--- config.mk ---
export PLATFORM = sky130hd
export DESIGN_NAME = mac_binding_table_top_flat
export DESIGN_NICKNAME = d
export VERILOG_FILES = /design/src/hw/rtl/mbt_pkg.sv /design/src/hw/rtl/mbt_req_if.sv /design/src/hw/rtl/mbt_rsp_if.sv /design/src/hw/rtl/mac_binding_table_top.sv /design/src/hw/rtl/mbt_ram.sv /design/src/flat_wrapper.sv
export SDC_FILE = /design/constraint.sdc
export NUM_CORES = 1
export LEC_CHECK = 0
export BUFFER_PORTS_ARGS = -buffer_cell sky130_fd_sc_hd__buf_2
export CORE_AREA = 5 5 279 281
export CTS_CLUSTER_SIZE = 20
export DETAILED_ROUTE_END_ITERATION = 7
export DIE_AREA = 0 0 284 286
export PLACE_DENSITY = 0.84
export SLEW_MARGIN = 40
export SYNTH_ARGS = -nofsm -noshare
export SYNTH_HDL_FRONTEND = slang
export SYNTH_SLANG_ARGS = --single-unit
--- constraint.sdc ---
create_clock -name clk_i -period 21.9 [get_ports clk_i]
set_input_delay 4.38 -clock clk_i [delete_from_list [all_inputs] [get_ports clk_i]]
set_output_delay 4.38 -clock clk_i [all_outputs]
set_load 0.02 [all_outputs]
--- src/hw/rtl/mbt_pkg.sv ---
// ----------------------------------------------------------------------------
// mbt_pkg
// Shared widths, codes and types of the MAC binding table.
// ----------------------------------------------------------------------------
`default_nettype none

package mbt_pkg;

  localparam int unsigned EntriesDef = 16;

  localparam int unsigned KEY_W = 48;
  localparam int unsigned ID_W  = 16;
  localparam int unsigned LIM_W = 7;
  localparam int unsigned ACT_W = 3;

  typedef enum logic [ACT_W-1:0] {
    ACT_LOOKUP    = 3'd0,
    ACT_SET       = 3'd1,
    ACT_CLEAR     = 3'd2,
    ACT_CLEAR_ALL = 3'd3,
    ACT_LIST      = 3'd4
  } action_e;

  typedef enum logic [1:0] {
    ST_IDLE,
    ST_SCAN,
    ST_OUT
  } state_e;

endpackage

`default_nettype wire

--- src/hw/rtl/mbt_req_if.sv ---
// ----------------------------------------------------------------------------
// mbt_req_if
// Request channel of the MAC binding table: one action per item.
// ----------------------------------------------------------------------------
`default_nettype none

interface mbt_req_if
  import mbt_pkg::*;
();
  logic             valid;
  logic             ready;
  logic [ACT_W-1:0] action;
  logic [KEY_W-1:0] mac_key;
  logic [ID_W-1:0]  new_id;
  logic [LIM_W-1:0] list_limit;

  modport source (output valid, action, mac_key, new_id, list_limit, input ready);
  modport sink   (input valid, action, mac_key, new_id, list_limit, output ready);
endinterface

`default_nettype wire

--- src/hw/rtl/mbt_rsp_if.sv ---
// ----------------------------------------------------------------------------
// mbt_rsp_if
// Response channel of the MAC binding table: one result per item.
// ----------------------------------------------------------------------------
`default_nettype none

interface mbt_rsp_if
  import mbt_pkg::*;
();
  logic             valid;
  logic             ready;
  logic             ok;
  logic             entry_valid;
  logic [KEY_W-1:0] mac_out;
  logic [ID_W-1:0]  id_out;
  logic             last;

  modport source (output valid, ok, entry_valid, mac_out, id_out, last, input ready);
  modport sink   (input valid, ok, entry_valid, mac_out, id_out, last, output ready);
endinterface

`default_nettype wire

--- src/hw/rtl/mac_binding_table_top.sv ---
// ----------------------------------------------------------------------------
// mac_binding_table_top
// Table binding 48-bit MAC keys to nonzero 16-bit ids, searched by a
// sequential scan through one key/id RAM.
// ----------------------------------------------------------------------------
//  channel | dir | fields
//  req_i   | in  | action, mac_key, new_id, list_limit
//  rsp_o   | out | ok, entry_valid, mac_out, id_out, last
//
//  Lookup, set, clear: the scan walks the slots through the single RAM read
//  port, one slot per cycle; a hit ends the walk early. Clear all, set with a
//  zero id, list with zero limit and undefined actions skip the scan and go
//  straight to the result.
//  List: the scan restarts after each listed entry.
//  Of the table, reset clears only the used flags; RAM contents stay undefined.
//  req_i is ready only when idle; a held result stalls the scan.
// ----------------------------------------------------------------------------
`default_nettype none

module mac_binding_table_top
  import mbt_pkg::*;
#(
  parameter int unsigned Entries = EntriesDef
) (
  input  wire logic clk_i,
  input  wire logic rst_ni,
  mbt_req_if.sink   req_i,
  mbt_rsp_if.source rsp_o
);

  localparam int unsigned AW = (Entries > 1) ? $clog2(Entries) : 1;
  localparam int unsigned IW = $clog2(Entries + 1);
  localparam int unsigned DW = KEY_W + ID_W;

  state_e state_q, state_d;

  logic [ACT_W-1:0] act_q, act_d;
  logic [KEY_W-1:0] key_q, key_d;
  logic [ID_W-1:0]  nid_q, nid_d;
  logic [LIM_W-1:0] lim_q, lim_d;

  logic [IW-1:0]    idx_q, idx_d;
  logic             pv_q, pv_d;
  logic [AW-1:0]    pidx_q, pidx_d;
  logic [LIM_W-1:0] cnt_q, cnt_d;
  logic             free_vld_q, free_vld_d;
  logic [AW-1:0]    free_idx_q, free_idx_d;
  logic [Entries-1:0] used_q, used_d;

  logic             ok_q, ok_d;
  logic             ev_q, ev_d;
  logic [KEY_W-1:0] mac_q, mac_d;
  logic [ID_W-1:0]  idout_q, idout_d;
  logic             last_q, last_d;

  logic             ram_we, ram_re;
  logic [AW-1:0]    ram_waddr;
  logic [DW-1:0]    ram_rdata;
  logic [KEY_W-1:0] rd_key;
  logic [ID_W-1:0]  rd_id;

  logic             req_acc, direct, cur_used, hit, at_end, above, fin;
  logic [LIM_W-1:0] cnt_inc;

  mbt_ram #(
    .Width (DW),
    .Depth (Entries)
  ) u_ram (
    .clk_i   (clk_i),
    .we_i    (ram_we),
    .waddr_i (ram_waddr),
    .wdata_i ({key_q, nid_q}),
    .re_i    (ram_re),
    .raddr_i (idx_q[AW-1:0]),
    .rdata_o (ram_rdata)
  );

  assign rd_key = ram_rdata[DW-1:ID_W];
  assign rd_id  = ram_rdata[ID_W-1:0];

  assign req_i.ready       = (state_q == ST_IDLE);
  assign req_acc           = req_i.valid && req_i.ready;
  assign rsp_o.valid       = (state_q == ST_OUT);
  assign rsp_o.ok          = ok_q;
  assign rsp_o.entry_valid = ev_q;
  assign rsp_o.mac_out     = mac_q;
  assign rsp_o.id_out      = idout_q;
  assign rsp_o.last        = last_q;

  // scan events; RAM data of slot pidx_q is valid when pv_q
  always_comb begin
    cur_used = used_q[pidx_q];
    hit      = pv_q && cur_used && (rd_key == key_q);
    at_end   = pv_q && (pidx_q == AW'(Entries - 1));
    above    = ((used_q >> pidx_q) >> 1) != '0;
    cnt_inc  = cnt_q + LIM_W'(1);
    unique case (req_i.action)
      ACT_LOOKUP, ACT_CLEAR: direct = 1'b0;
      ACT_SET:               direct = (req_i.new_id == '0);
      ACT_LIST:              direct = (req_i.list_limit == '0);
      default:               direct = 1'b1;
    endcase
    unique case (act_q)
      ACT_LOOKUP, ACT_SET, ACT_CLEAR: fin = hit || at_end;
      ACT_LIST:                       fin = pv_q && (cur_used || at_end);
      default:                        fin = 1'b0;
    endcase
  end

  always_comb begin
    state_d = state_q;
    unique case (state_q)
      ST_IDLE: begin
        if (req_acc) begin
          state_d = direct ? ST_OUT : ST_SCAN;
        end
      end
      ST_SCAN: begin
        if (fin) begin
          state_d = ST_OUT;
        end
      end
      ST_OUT: begin
        if (rsp_o.ready) begin
          state_d = last_q ? ST_IDLE : ST_SCAN;
        end
      end
      default: state_d = ST_IDLE;
    endcase
  end

  always_comb begin
    act_d      = act_q;
    key_d      = key_q;
    nid_d      = nid_q;
    lim_d      = lim_q;
    idx_d      = idx_q;
    pv_d       = pv_q;
    pidx_d     = pidx_q;
    cnt_d      = cnt_q;
    free_vld_d = free_vld_q;
    free_idx_d = free_idx_q;
    used_d     = used_q;
    ok_d       = ok_q;
    ev_d       = ev_q;
    mac_d      = mac_q;
    idout_d    = idout_q;
    last_d     = last_q;
    ram_we     = 1'b0;
    ram_re     = 1'b0;
    ram_waddr  = pidx_q;

    unique case (state_q)
      ST_IDLE: begin
        if (req_acc) begin
          act_d      = req_i.action;
          key_d      = req_i.mac_key;
          nid_d      = req_i.new_id;
          lim_d      = req_i.list_limit;
          idx_d      = '0;
          pv_d       = 1'b0;
          cnt_d      = '0;
          free_vld_d = 1'b0;
          ok_d       = 1'b0;
          ev_d       = 1'b0;
          mac_d      = req_i.mac_key;
          idout_d    = '0;
          last_d     = 1'b1;
          if (req_i.action == ACT_CLEAR_ALL) begin
            used_d = '0;
            ok_d   = 1'b1;
          end
        end
      end
      ST_SCAN: begin
        if (idx_q < IW'(Entries)) begin
          ram_re = 1'b1;
          pv_d   = 1'b1;
          pidx_d = idx_q[AW-1:0];
          idx_d  = idx_q + IW'(1);
        end else begin
          pv_d = 1'b0;
        end
        // lowest free slot seen so far, for set of a new key
        if (pv_q && !cur_used && !free_vld_q) begin
          free_vld_d = 1'b1;
          free_idx_d = pidx_q;
        end
        if (fin) begin
          pv_d    = 1'b0;
          ok_d    = 1'b0;
          ev_d    = 1'b0;
          mac_d   = key_q;
          idout_d = '0;
          last_d  = 1'b1;
          unique case (act_q)
            ACT_LOOKUP: begin
              if (hit) begin
                ok_d    = 1'b1;
                idout_d = rd_id;
              end
            end
            ACT_SET: begin
              if (hit) begin
                ram_we = 1'b1;
                ok_d   = 1'b1;
              end else if (free_vld_q || !cur_used) begin
                ram_we    = 1'b1;
                ram_waddr = free_vld_q ? free_idx_q : pidx_q;
                used_d[ram_waddr] = 1'b1;
                ok_d      = 1'b1;
              end
            end
            ACT_CLEAR: begin
              if (hit) begin
                used_d[pidx_q] = 1'b0;
                ok_d           = 1'b1;
              end
            end
            ACT_LIST: begin
              if (cur_used) begin
                ok_d    = 1'b1;
                ev_d    = 1'b1;
                mac_d   = rd_key;
                idout_d = rd_id;
                last_d  = (cnt_inc == lim_q) || !above;
                cnt_d   = cnt_inc;
                // restart the scan after this slot once the item is taken
                idx_d   = IW'(pidx_q) + IW'(1);
              end
            end
            default: ;
          endcase
        end
      end
      ST_OUT: ;
      default: ;
    endcase
  end

  always_ff @(posedge clk_i or negedge rst_ni) begin
    if (!rst_ni) begin
      state_q    <= ST_IDLE;
      used_q     <= '0;
      pv_q       <= 1'b0;
      idx_q      <= '0;
      cnt_q      <= '0;
      free_vld_q <= 1'b0;
    end else begin
      state_q    <= state_d;
      used_q     <= used_d;
      pv_q       <= pv_d;
      idx_q      <= idx_d;
      cnt_q      <= cnt_d;
      free_vld_q <= free_vld_d;
    end
  end

  always_ff @(posedge clk_i) begin
    act_q      <= act_d;
    key_q      <= key_d;
    nid_q      <= nid_d;
    lim_q      <= lim_d;
    pidx_q     <= pidx_d;
    free_idx_q <= free_idx_d;
    ok_q       <= ok_d;
    ev_q       <= ev_d;
    mac_q      <= mac_d;
    idout_q    <= idout_d;
    last_q     <= last_d;
  end

endmodule

`default_nettype wire

--- src/hw/rtl/mbt_ram.sv ---
// ----------------------------------------------------------------------------
// mbt_ram
// Generic simple dual-port RAM, one write and one registered read port.
// ----------------------------------------------------------------------------
`default_nettype none

module mbt_ram #(
  parameter int unsigned Width = 8,
  parameter int unsigned Depth = 16,
  localparam int unsigned AddrW = (Depth > 1) ? $clog2(Depth) : 1
) (
  input  wire logic             clk_i,
  input  wire logic             we_i,
  input  wire logic [AddrW-1:0] waddr_i,
  input  wire logic [Width-1:0] wdata_i,
  input  wire logic             re_i,
  input  wire logic [AddrW-1:0] raddr_i,
  output logic      [Width-1:0] rdata_o
);

  logic [Width-1:0] mem_q [Depth];

  always_ff @(posedge clk_i) begin
    if (we_i) begin
      mem_q[waddr_i] <= wdata_i;
    end
  end

  always_ff @(posedge clk_i) begin
    if (re_i) begin
      rdata_o <= mem_q[raddr_i];
    end
  end

endmodule

`default_nettype wire

--- src/flat_wrapper.sv ---
// flat-port wrapper written by rule: the top's interface ports become plain ports
module mac_binding_table_top_flat import mbt_pkg::*;
#(
  parameter int unsigned Entries = EntriesDef
)
  (clk_i, rst_ni, req_i_valid, req_i_action, req_i_mac_key, req_i_new_id, req_i_list_limit, req_i_ready, rsp_o_valid, rsp_o_ok, rsp_o_entry_valid, rsp_o_mac_out, rsp_o_id_out, rsp_o_last, rsp_o_ready);
  mbt_req_if req_i_i ();
  mbt_rsp_if rsp_o_i ();
  input  wire logic clk_i;
  input  wire logic rst_ni;
  input wire logic [$bits(req_i_i.valid)-1:0] req_i_valid;
  input wire logic [$bits(req_i_i.action)-1:0] req_i_action;
  input wire logic [$bits(req_i_i.mac_key)-1:0] req_i_mac_key;
  input wire logic [$bits(req_i_i.new_id)-1:0] req_i_new_id;
  input wire logic [$bits(req_i_i.list_limit)-1:0] req_i_list_limit;
  output wire logic [$bits(req_i_i.ready)-1:0] req_i_ready;
  output wire logic [$bits(rsp_o_i.valid)-1:0] rsp_o_valid;
  output wire logic [$bits(rsp_o_i.ok)-1:0] rsp_o_ok;
  output wire logic [$bits(rsp_o_i.entry_valid)-1:0] rsp_o_entry_valid;
  output wire logic [$bits(rsp_o_i.mac_out)-1:0] rsp_o_mac_out;
  output wire logic [$bits(rsp_o_i.id_out)-1:0] rsp_o_id_out;
  output wire logic [$bits(rsp_o_i.last)-1:0] rsp_o_last;
  input wire logic [$bits(rsp_o_i.ready)-1:0] rsp_o_ready;
  assign req_i_i.valid = req_i_valid;
  assign req_i_i.action = req_i_action;
  assign req_i_i.mac_key = req_i_mac_key;
  assign req_i_i.new_id = req_i_new_id;
  assign req_i_i.list_limit = req_i_list_limit;
  assign req_i_ready = req_i_i.ready;
  assign rsp_o_valid = rsp_o_i.valid;
  assign rsp_o_ok = rsp_o_i.ok;
  assign rsp_o_entry_valid = rsp_o_i.entry_valid;
  assign rsp_o_mac_out = rsp_o_i.mac_out;
  assign rsp_o_id_out = rsp_o_i.id_out;
  assign rsp_o_last = rsp_o_i.last;
  assign rsp_o_i.ready = rsp_o_ready;
  mac_binding_table_top #(.Entries(Entries)) u_core (.clk_i(clk_i), .rst_ni(rst_ni), .req_i(req_i_i), .rsp_o(rsp_o_i));
endmodule
# --- Word-level counts from Yosys, hierarchy flattened ---
# Memory sizes are Yosys's and may differ from the RTL's. A register that Yosys moved wholly into a read port is not among the register bits.
# Cells that the tools add are included.
word_totals:
  elab_cells: 167
  ramBits: 1024
  ff_bits: 181
  inputBits: 78
  output_inout_bits: 69
  mem_count: 1
classes:
  n_eq_ne: 23
  shifts: 1
  n_mux: 79
  add_sub_neg: 3
  n_lt_le_gt_ge: 5
  n_bitwise: 3
  reduce_logical: 35
mem_list:
  columns: ["name", "depth", "width", "rd", "rd_ports_with_merged_regs", "write_ports", "line_no", "text"]
  rows:
  - ["u_core.u_ram.mem_q", 16, 64, 1, 1, 1, "mbt_ram.sv:21", "logic [Width-1:0] mem_q [Depth];"]
op_table:
  columns: ["cell", "n"]
  rows:
  - ["48-bit two-way mux", 4]
  - ["16-bit two-way mux", 10]
  - ["16-bit one-hot mux with 2 select lines", 4]
  - ["48-bit one-hot mux with 2 select lines", 1]
  - ["48-bit == test", 1]
  - ["7-bit two-way mux", 4]
  - ["1-bit two-way mux", 27]
  - ["5-bit two-way mux", 5]
  - ["4-bit two-way mux", 6]
  - ["16-bit AND", 1]
  - ["16-bit zero test", 1]
  - ["16-bit NOT", 1]
  - ["16-bit bitwise OR", 1]
  - ["16-bit nonzero test", 1]
  - ["16-bit by 4-bit right shift with 16-bit output", 1]
  - ["7-bit one-hot mux with 2 select lines", 1]
  - ["1-bit one-hot mux with 2 select lines", 6]
  - ["4-bit by 5-bit less-than comparator with 1-bit output, second input constant", 2]
  - ["2-bit by 1-bit != test with 1-bit output, second input constant", 5]
  - ["5-bit one-hot mux with 2 select lines", 1]
  - ["3-bit by 2-bit == test with 1-bit output, second input constant", 3]
  - ["1-bit logical AND", 9]
  - ["3-bit AND reduction", 3]
  - ["1-bit demux with 4-bit select", 2]
  - ["29 further kinds", 49]

# --- Logic depth before layout (Yosys ltp) ---
# Gate-level depths: netlist (run 1).
depth:
  ltp_word: 11
  ltp_mapped: 12
  depth_no_buf: 8

# --- Hierarchy ---
# Synthesis (run 1) repeated with hierarchy kept, for this count alone.
unflattened:
  cells_unflattened: 2388
  area_unflattened_um2: 49115.9
modules_own_cells:
  columns: ["module", "n_inst", "area_each_um2", "cells_per_inst"]
  rows:
  - ["mbt_ram", 1, 40222.3, 1647]
  - ["mac_binding_table_top", 1, 8893.5, 741]

# --- Least setup slack after synthesis (run 1) ---
# No wires, ideal clock.
synth_timing:
  path_type: "flip-flop to flip-flop"
  startpoint: "reg u_core.pidx_q[0]"
  endpoint: "mem u_core.u_ram.mem_q[0][0] in the netlist's numbering (enable)"
  required_time_ps: 21335
  path_slack_ps: 14380
  synth_period_minus_slack_ps: 7520
  n_path_buf: 2
  arrival_time_ps: 6955
  setup_ps: 565
  path_stages_with_launch: 11
  cell_sequence: "edfxtp_1 > mux4_1 > nor2_1 > or4_4 > and2_1 > buf_6 > a2111oi_4 > and3_1 > buf_2 > mux2i_1 > nor3_1"
synth_between:
  elab_chain_cells: 11
  word_cells_on_any_way: 25
  classes_between: "eq/ne (1); mux (16); reduce/logical (8)"
synth_lines:
  columns: ["item", "line_no", "text"]
  rows:
  - ["start: declaration", "mac_binding_table_top.sv:44", "logic [AW-1:0] pidx_q, pidx_d;"]
  - ["start signal: assignment", "mac_binding_table_top.sv:264", "pidx_q <= pidx_d;"]
  - ["1-bit binary-select mux with 4-bit select", "mac_binding_table_top.sv:92", "cur_used = used_q[pidx_q];"]
  - ["1-bit two-way mux (not written as such)", "mac_binding_table_top.sv:92", null]
  - ["1-bit zero test", "mac_binding_table_top.sv:207", "end else if (free_vld_q || !cur_used) begin"]
  - ["1-bit logical OR", "mac_binding_table_top.sv:207", null]
  - ["1-bit two-way mux", "mac_binding_table_top.sv:207", null]
  - ["1-bit two-way mux", "mac_binding_table_top.sv:204", "if (hit) begin"]
  - ["1-bit two-way mux", "mac_binding_table_top.sv:196", "unique case (act_q)"]
  - ["1-bit two-way mux", "mac_binding_table_top.sv:189", "if (fin) begin"]
  - ["1-bit two-way mux", "mac_binding_table_top.sv:153", "unique case (state_q)"]
  - ["1-bit two-way mux", "mbt_ram.sv:24", "if (we_i) begin"]
  - ["1-bit two-way mux (not written as such)", "mbt_ram.sv:25", "mem_q[waddr_i] <= wdata_i;"]
  - ["end: declaration", "mbt_ram.sv:21", null]
# Several ways; a longest one is shown, not always the timed one. The select of a mux whose other input is x is not followed.

# --- Worst setup path in the final report (run 1) ---
layout_timing:
  startpoint: "in req_i_valid"
  endpoint: "reg u_core.used_q[1]"
layout_between:
  elab_chain_cells: 3
layout_lines:
  columns: ["item", "line_no", "text"]
  rows:
  - ["start: declaration", "flat_wrapper.sv:11", "input wire logic [$bits(req_i_i.valid)-1:0] req_i_valid;"]
  - ["1-bit logical AND", "mac_binding_table_top.sv:82", "assign req_acc = req_i.valid && req_i.ready;"]
  - ["2-bit != test (no line)", null, null]
  - ["8-bit AND reduction (no line)", null, null]
  - ["end signal: assignment", "mac_binding_table_top.sv:251", "used_q <= used_d;"]
  - ["end: declaration", "mac_binding_table_top.sv:48", "logic [Entries-1:0] used_q, used_d;"]
# No other way between the ends.
# A chain may end at the register's enable or synchronous reset.

==> flow_metrics.env, run 1 <==
export IMPL_syn2layout_area_growth_pct=12.7
export IMPL_clkTransAtPathRegs_ps=60
export IMPL_cts_tree="built"
export IMPL_hold_slack_ps=529
export IMPL_skew_ps=37.1
export IMPL_yosys_area_top_type="edfxtp_1"
export IMPL_antenna_found_initial=0
export IMPL_yosysMostFrequentCell="edfxtp_1"
export IMPL_slew_viol_final=0
export IMPL_ys_top_cells_by_area="edfxtp_1 (76%), mux4_2 (15%), dfrtp_1 (1.6%)"
export IMPL_h_tree_depth=3
export IMPL_grt_pass1_vias=26300
export IMPL_fin_cells=3558
export IMPL_post_cts_buffers=0
export IMPL_cts_resized_gates=0
export IMPL_hold_path_class="reg2reg"
export IMPL_clock_tree_buffer_depth=3
export IMPL_setup_viol=0
export IMPL_drv_cap=0
export IMPL_synth_common_cells="edfxtp_1 (1237), mux4_2 (320), nand2_1 (102), clkbuf_1 (72), o21ai_0 (65)"
export IMPL_cts_root_buffer="clkbuf_16"
export IMPL_layout_drive_gt1_share=0.287
export IMPL_drc=0
export IMPL_hold_path_endpoint="u_core.rsp_o.id_out[3]$_SDFFCE_PN0P_"
export IMPL_clock_fmax_ghz=0.159
export IMPL_row_count=101
export IMPL_worstHoldPathCells=1
export IMPL_track_usage=0.324
export IMPL_required_ps=22420
export IMPL_power_leakage_nw=17.5
export IMPL_ios=147
export IMPL_slowest_delay_ps=700
export IMPL_crit_family="simple AND/OR/NAND/NOR gates"
export IMPL_finalWirelength_um=132000
export IMPL_crit_path_start_kind="input port"
export IMPL_p_per_area_mw_per_mm2=127
export IMPL_design_core_area_mm2=0.0752
export IMPL_critical_path_class="in2reg"
export IMPL_synth_top_area_share=0.755
export IMPL_critPathArrivalTime_ps=6830
export IMPL_drtPass1Iterations=7
export IMPL_fin_crit_sh=0.288
export IMPL_dp_cells=3329
export IMPL_viasPerCell=7.28
export IMPL_drt_initial_drc_count=4733
export IMPL_crit_fanout=43
export IMPL_overflow=0
export IMPL_synth_seq_cells=1269
export IMPL_cts_sinks=1269
export IMPL_syn_area_per_cell_um2=21.7
export IMPL_holdCritStartpoint="u_core.u_ram.rdata_o[3]$_DFFE_PP_"
export IMPL_timing_final_crit_period_ps=6300
export IMPL_reg2regPathDepth=9
export IMPL_syn_area_mm2=0.0492
export IMPL_yosys_most_used_dff="edfxtp_1"
export IMPL_fp_dieH_um=286
export IMPL_dp_hpwl_um=62700
export IMPL_syn_nets=2348
export IMPL_fin_nets=2564
export IMPL_synth_edf_count=1237
export IMPL_fin_area_mm2=0.0554
export IMPL_tns_ps=0
export IMPL_yosysWarningCount=0
export IMPL_vias=25900
export IMPL_grt_pass1_wl_um=189000
export IMPL_outcome="completed"
export IMPL_ant_nets=0
export IMPL_cts_inserted_buffers=121
export IMPL_reg2reg_from="u_core.key_q[22]$_DFFE_PP_"
export IMPL_worst_r2r_setup_slack_ps=15780
export IMPL_insertion_delay_ps=710
export IMPL_grt_max_degree=132
export IMPL_r2r_end="u_core.u_ram.mem_q[15][25]$_DFFE_PP_"
export IMPL_end_kind="flop"
export IMPL_synthCells=2264
export IMPL_yosysUniqueCellTypes=61
export IMPL_ys_seq_area_frac=0.772
export IMPL_fp_dieW_um=284
export IMPL_die_area_mm2=0.0812
export IMPL_post_route_util=0.737
export IMPL_finalHoldViolations=0
export IMPL_synthArstFlopShare=0.0252
export IMPL_placement_io_buffers=146
export IMPL_antenna_cells=0
export IMPL_grt_setup_unrepaired="no"
export IMPL_worst_pin_slew_ps=932
export IMPL_drt_wirelength_per_cell_um=37.1
export IMPL_hold_buffers=0
export IMPL_place_congestion=0.885
export IMPL_crit_buf_inv=2
export IMPL_relSlewSlack=0.379
export IMPL_post_dp_cell_area_mm2=0.0514
export IMPL_crit_chain="buf_2 -> nand2_1 -> inv_4 -> o22a_1 -> nor3b_4 -> a21oi_1"
export IMPL_crit_slowest_cell="nor3b_4"
export IMPL_vdd_drop_max_uv=109
export IMPL_initial_core_util=0.654
-- how the worst max path moves through the flow --
stage	slack (ps)	to	start	cells after the start
3_3_place_gp	15160	u_core.used_q[0]$_DFFE_PN0P_	req_i_valid	6
6_report	15600	u_core.used_q[1]$_DFFE_PN0P_	req_i_valid	6
2_1_floorplan	14380	u_core.u_ram.mem_q[0][0]$_DFFE_PP_	u_core.pidx_q[0]$_DFFE_PP_	10
4_1_cts	15660	u_core.used_q[1]$_DFFE_PN0P_	req_i_valid	6
5_1_grt	15400	u_core.used_q[1]$_DFFE_PN0P_	req_i_valid	6
3_5_place_dp	14950	u_core.used_q[1]$_DFFE_PN0P_	req_i_valid	6
-- where the power goes --
group / switching (W) / leakage, nW / internal [W]
clock network: 0.000930 / 1.92 / 0.00120
registers: 0.000256 / 11.6 / 0.00299
logic: 0.000929 / 3.96 / 0.000714
total: 0.00212 / 17.5 / 0.00490
-- cell type report --
| type | count | area (um^2) |
|---|---|---|
| Multi-Input combinational cell | 871 | 10900 |
| Clock inverter | 79 | 803 |
| Timing Repair Buffer | 202 | 1400 |
| Fill cell | 3723 | 19800 |
| Sequential cell | 1269 | 38000 |
| Clock buffer | 144 | 3110 |
| Inverter | 15 | 58.8 |
| Tap cell | 978 | 1220 |
-- metrics by stage --
stage / total power [W] / setup slack, ps
detailed placement: 0.00484 / 14950
CTS: 0.00699 / 15660
global route: 0.00725 / 15400
floorplan: 0.00433 / 14380
finish: 0.00702 / 15600
global placement: 0.00476 / 15160
-- per-layer routing --
| layer | track usage | share of wire | vias to the layer above |
|---|---|---|---|
| li1 | - | - | 9841 |
| met1 | 0.439 | 0.33 | 13300 |
| met3 | 0.0668 | 0.12 | 352 |
| met2 | 0.535 | 0.51 | 2432 |
| met4 | 0.126 | 0.044 | 0 |
| met5 | 0 | 0 | - |
-- cell families after synthesis --
family / count (synthesis) / synth area share
compound gates: 169 / 0.0213
xor+xnor: 62 / 0.0110
fa+ha+maj: 6 / 0.00153
buf+inv: 124 / 0.0100
flops: 1269 / 0.772
mux: 379 / 0.160
simple gates: 255 / 0.0248
-- cells in the final DEF, fill, tap and decap left out, drive strengths merged, types with 16 or more instances in the layout --
cell type / count
clkbuf: 145
nor2: 48
bufinv: 16
mux4: 323
edfxtp: 1237
dfrtp: 32
and2: 22
a21oi: 55
nand2: 102
o21ai: 66
buf: 201
inv: 23
mux2i: 54
xnor2: 54
clkinv: 53
-- state kept, by name, indices dropped and copies added, names as in the netlist, 2 cells and up --
name / count
u_core.u_ram.mem_q: 1024
u_core.u_ram.rdata_o: 64
u_core.key_q: 48
u_core.rsp_o.mac_out: 48
u_core.nid_q: 16
u_core.rsp_o.id_out: 16
u_core.used_q: 16
u_core.cnt_q: 7
u_core.lim_q: 7
u_core.idx_q: 5
u_core.free_idx_q: 4
u_core.pidx_q: 4
u_core.act_q: 3
u_core.state_q: 2
Note: power is estimated with default switching activity, not from simulation.
==> inputs of run 2 (changes only) <==
Settings changed: CORE_AREA 5 5 279 281 to 5 5 303 305, DIE_AREA 0 0 284 286 to 0 0 308 310, PLACE_DENSITY 0.84 to 0.75.
Clock period 21.9 ns to 5.1 ns, I/O delays scaled along.
==> run 2 against run 1 <==
  * Via count fell by 4.9%
  * Non-clock buffer count rose by 37
  * Sequential cell count did not move
  * Critical path type is now reg2reg
  * Highest routed layer is now met5
==> flow_metrics.env, run 2 (synthesis results as in run 1) <==
export IMPL_outcome="completed"
export IMPL_power_frac_seq=0.467
export IMPL_die_area_mm2=0.0955
export IMPL_p_sw_frac=0.300
export IMPL_post_cts_buffers=0
export IMPL_placement_io_buffers=146
export IMPL_crit_chain="xnor2_1 -> nand4_1 -> nor4_1 -> buf_4 -> a31oi_1 -> a2111oi_4 -> and3_1 -> mux2i_1 -> buf_4 -> nor3_4 -> buf_4"
export IMPL_drc=0
export IMPL_p_int_w=0.0208
export IMPL_fin_nets=2599
export IMPL_layout_drive_gt1_share=0.297
export IMPL_finalHoldViolations=0
export IMPL_clkTransAtPathRegs_ps=70
export IMPL_vias=24700
export IMPL_hold_buffers=0
export IMPL_final_cell_mix="edfxtp_1 (1237), mux4_2 (320), buf_2 (145), clkbuf_16 (119), nand2_1 (102)"
export IMPL_insertion_delay_ps=740
export IMPL_reg_top3="u_core.u_ram.mem_q (1024), u_core.u_ram.rdata_o (64)"
export IMPL_vdd_drop_max_uv=730
export IMPL_row_count=110
export IMPL_clock_tree_buffer_depth=3
export IMPL_p_sw_w=0.00891
export IMPL_regMostFlops="u_core.u_ram.mem_q"
export IMPL_fp_dieH_um=310
export IMPL_hold_path_class="in2async"
export IMPL_viasPerCell=6.51
export IMPL_clock_fmax_ghz=0.223
export IMPL_power_leakage_nw=17.8
export IMPL_comb_power_share=0.242
export IMPL_place_congestion=0.886
export IMPL_critPathArrivalTime_ps=4900
export IMPL_skew_ps=65.3
export IMPL_required_ps=5510
export IMPL_fin_crit_sh=0.881
export IMPL_grt_max_degree=70
export IMPL_critPathMostFrequentCell="buf_4"
export IMPL_setup_viol=0
export IMPL_h_tree_depth=3
export IMPL_overflow=0
export IMPL_fp_dieW_um=308
export IMPL_track_usage=0.255
export IMPL_syn2layout_area_growth_pct=14.4
export IMPL_crit_family="simple AND/OR/NAND/NOR gates"
export IMPL_grt_setup_unrepaired="no"
export IMPL_final_common_cell="edfxtp_1"
export IMPL_dp_hpwl_um=65300
export IMPL_dp_cells=3569
export IMPL_grt_pass1_wl_um=176000
export IMPL_cts_resized_gates=0
export IMPL_crit_path_start_kind="flop"
export IMPL_reg2reg_from="u_core.key_q[10]$_DFFE_PP_"
export IMPL_timing_final_crit_period_ps=4490
export IMPL_cts_inserted_buffers=119
export IMPL_largest_reg_flops=1024
export IMPL_antenna_found_initial=4
export IMPL_critical_path_class="reg2reg"
export IMPL_fin_cells=3788
export IMPL_cts_root_buffer="clkbuf_16"
export IMPL_fillers=5703
export IMPL_post_route_util=0.632
export IMPL_drtPass1Iterations=5
export IMPL_cp_startpoint="u_core.key_q[10]$_DFFE_PP_"
export IMPL_ios=147
export IMPL_crit_slowest_cell="edfxtp_1"
export IMPL_drt_wirelength_per_cell_um=31.9
export IMPL_drv_cap=0
export IMPL_grt_pass1_vias=25200
export IMPL_slowest_delay_ps=660
export IMPL_design_core_area_mm2=0.0890
export IMPL_slew_viol_final=0
export IMPL_p_clk_frac=0.291
export IMPL_finalWirelength_um=121000
export IMPL_cts_tree="built"
export IMPL_ant_nets=0
export IMPL_initial_core_util=0.552
export IMPL_p_per_area_mw_per_mm2=528
export IMPL_end_kind="flop"
export IMPL_crit_buf_inv=3
export IMPL_cts_sinks=1269
export IMPL_relSlewSlack=0.379
export IMPL_drt_initial_drc_count=3560
export IMPL_worst_pin_slew_ps=931
export IMPL_crit_fanout=18
[run 2: final cells by class]
type,count,area (um^2),share of cell area
multi-input cells,871,10900,0.194
well taps,1176,1470,0.0262
diodes,1,2.50,0.0000445
clock inverters,72,723,0.0129
flip-flops and latches,1269,38000,0.675
inverters,15,58.8,0.00105
clock buffers,145,3080,0.0547
repair buffers,239,2030,0.0361
[run 2: stage by stage]
step | hold WS (ps) | TNS (ps) | instance area, um^2 | worst slack [ps] | power [W]
after floorplan | 423 | -592480 | 49200 | -827 | 0.0186
after global placement | 503 | 0 | 52300 | 728 | 0.0209
after detailed placement | 506 | 0 | 52400 | 699 | 0.0212
after CTS | 356 | 0 | 56200 | 648 | 0.0298
after global routing | 258 | 0 | 56300 | 447 | 0.0308
final | 237 | 0 | 56300 | 608 | 0.0297
[run 2: worst register-to-register path, cell delays in order, from the launching register on]
cell,delay (ps)
edfxtp_1,660
xnor2_1,310
nand4_1,300
nor4_1,490
buf_4,210
a31oi_1,170
a2111oi_4,530
and3_1,400
mux2i_1,140
buf_4,200
nor3_4,380
buf_4,380
[run 2: power groups by stage]
| stage | combinational (W) | sequential (W) | clock, W |
|---|---|---|---|
| 5_1_grt | 0.00763 | 0.0140 | 0.00923 |
| 3_3_place_gp | 0.00677 | 0.0142 | 0 |
| 6_report | 0.00719 | 0.0139 | 0.00864 |
| 4_1_cts | 0.00719 | 0.0139 | 0.00875 |
| 3_5_place_dp | 0.00709 | 0.0141 | 0 |
| 2_1_floorplan | 0.00485 | 0.0138 | 0 |
[run 2: worst paths after layout]
check,endpoint,slack (ps),cells past startpoint
max in group asynchronous,u_core.idx_q[2]$_DFFE_PN0P_,4510,1
min reg2reg,u_core.rsp_o.id_out[8]$_SDFFCE_PN0P_,520,1
min,u_core.state_q[0]$_DFFE_PN0P_,240,1
min in group clk_i,u_core.nid_q[3]$_DFFE_PP_,470,1
max,u_core.u_ram.mem_q[2][8]$_DFFE_PP_,610,11
max reg2reg,u_core.u_ram.mem_q[2][8]$_DFFE_PP_,610,11
[run 2: metal layers]
| layer | vias up | GRT usage | part of all wire |
|---|---|---|---|
| li1 | 9920 | - | - |
| met1 | 12900 | 0.362 | 0.37 |
| met2 | 1610 | 0.416 | 0.50 |
| met3 | 202 | 0.0502 | 0.10 |
| met4 | 2 | 0.0681 | 0.025 |
| met5 | - | 0 | 0.00011 |
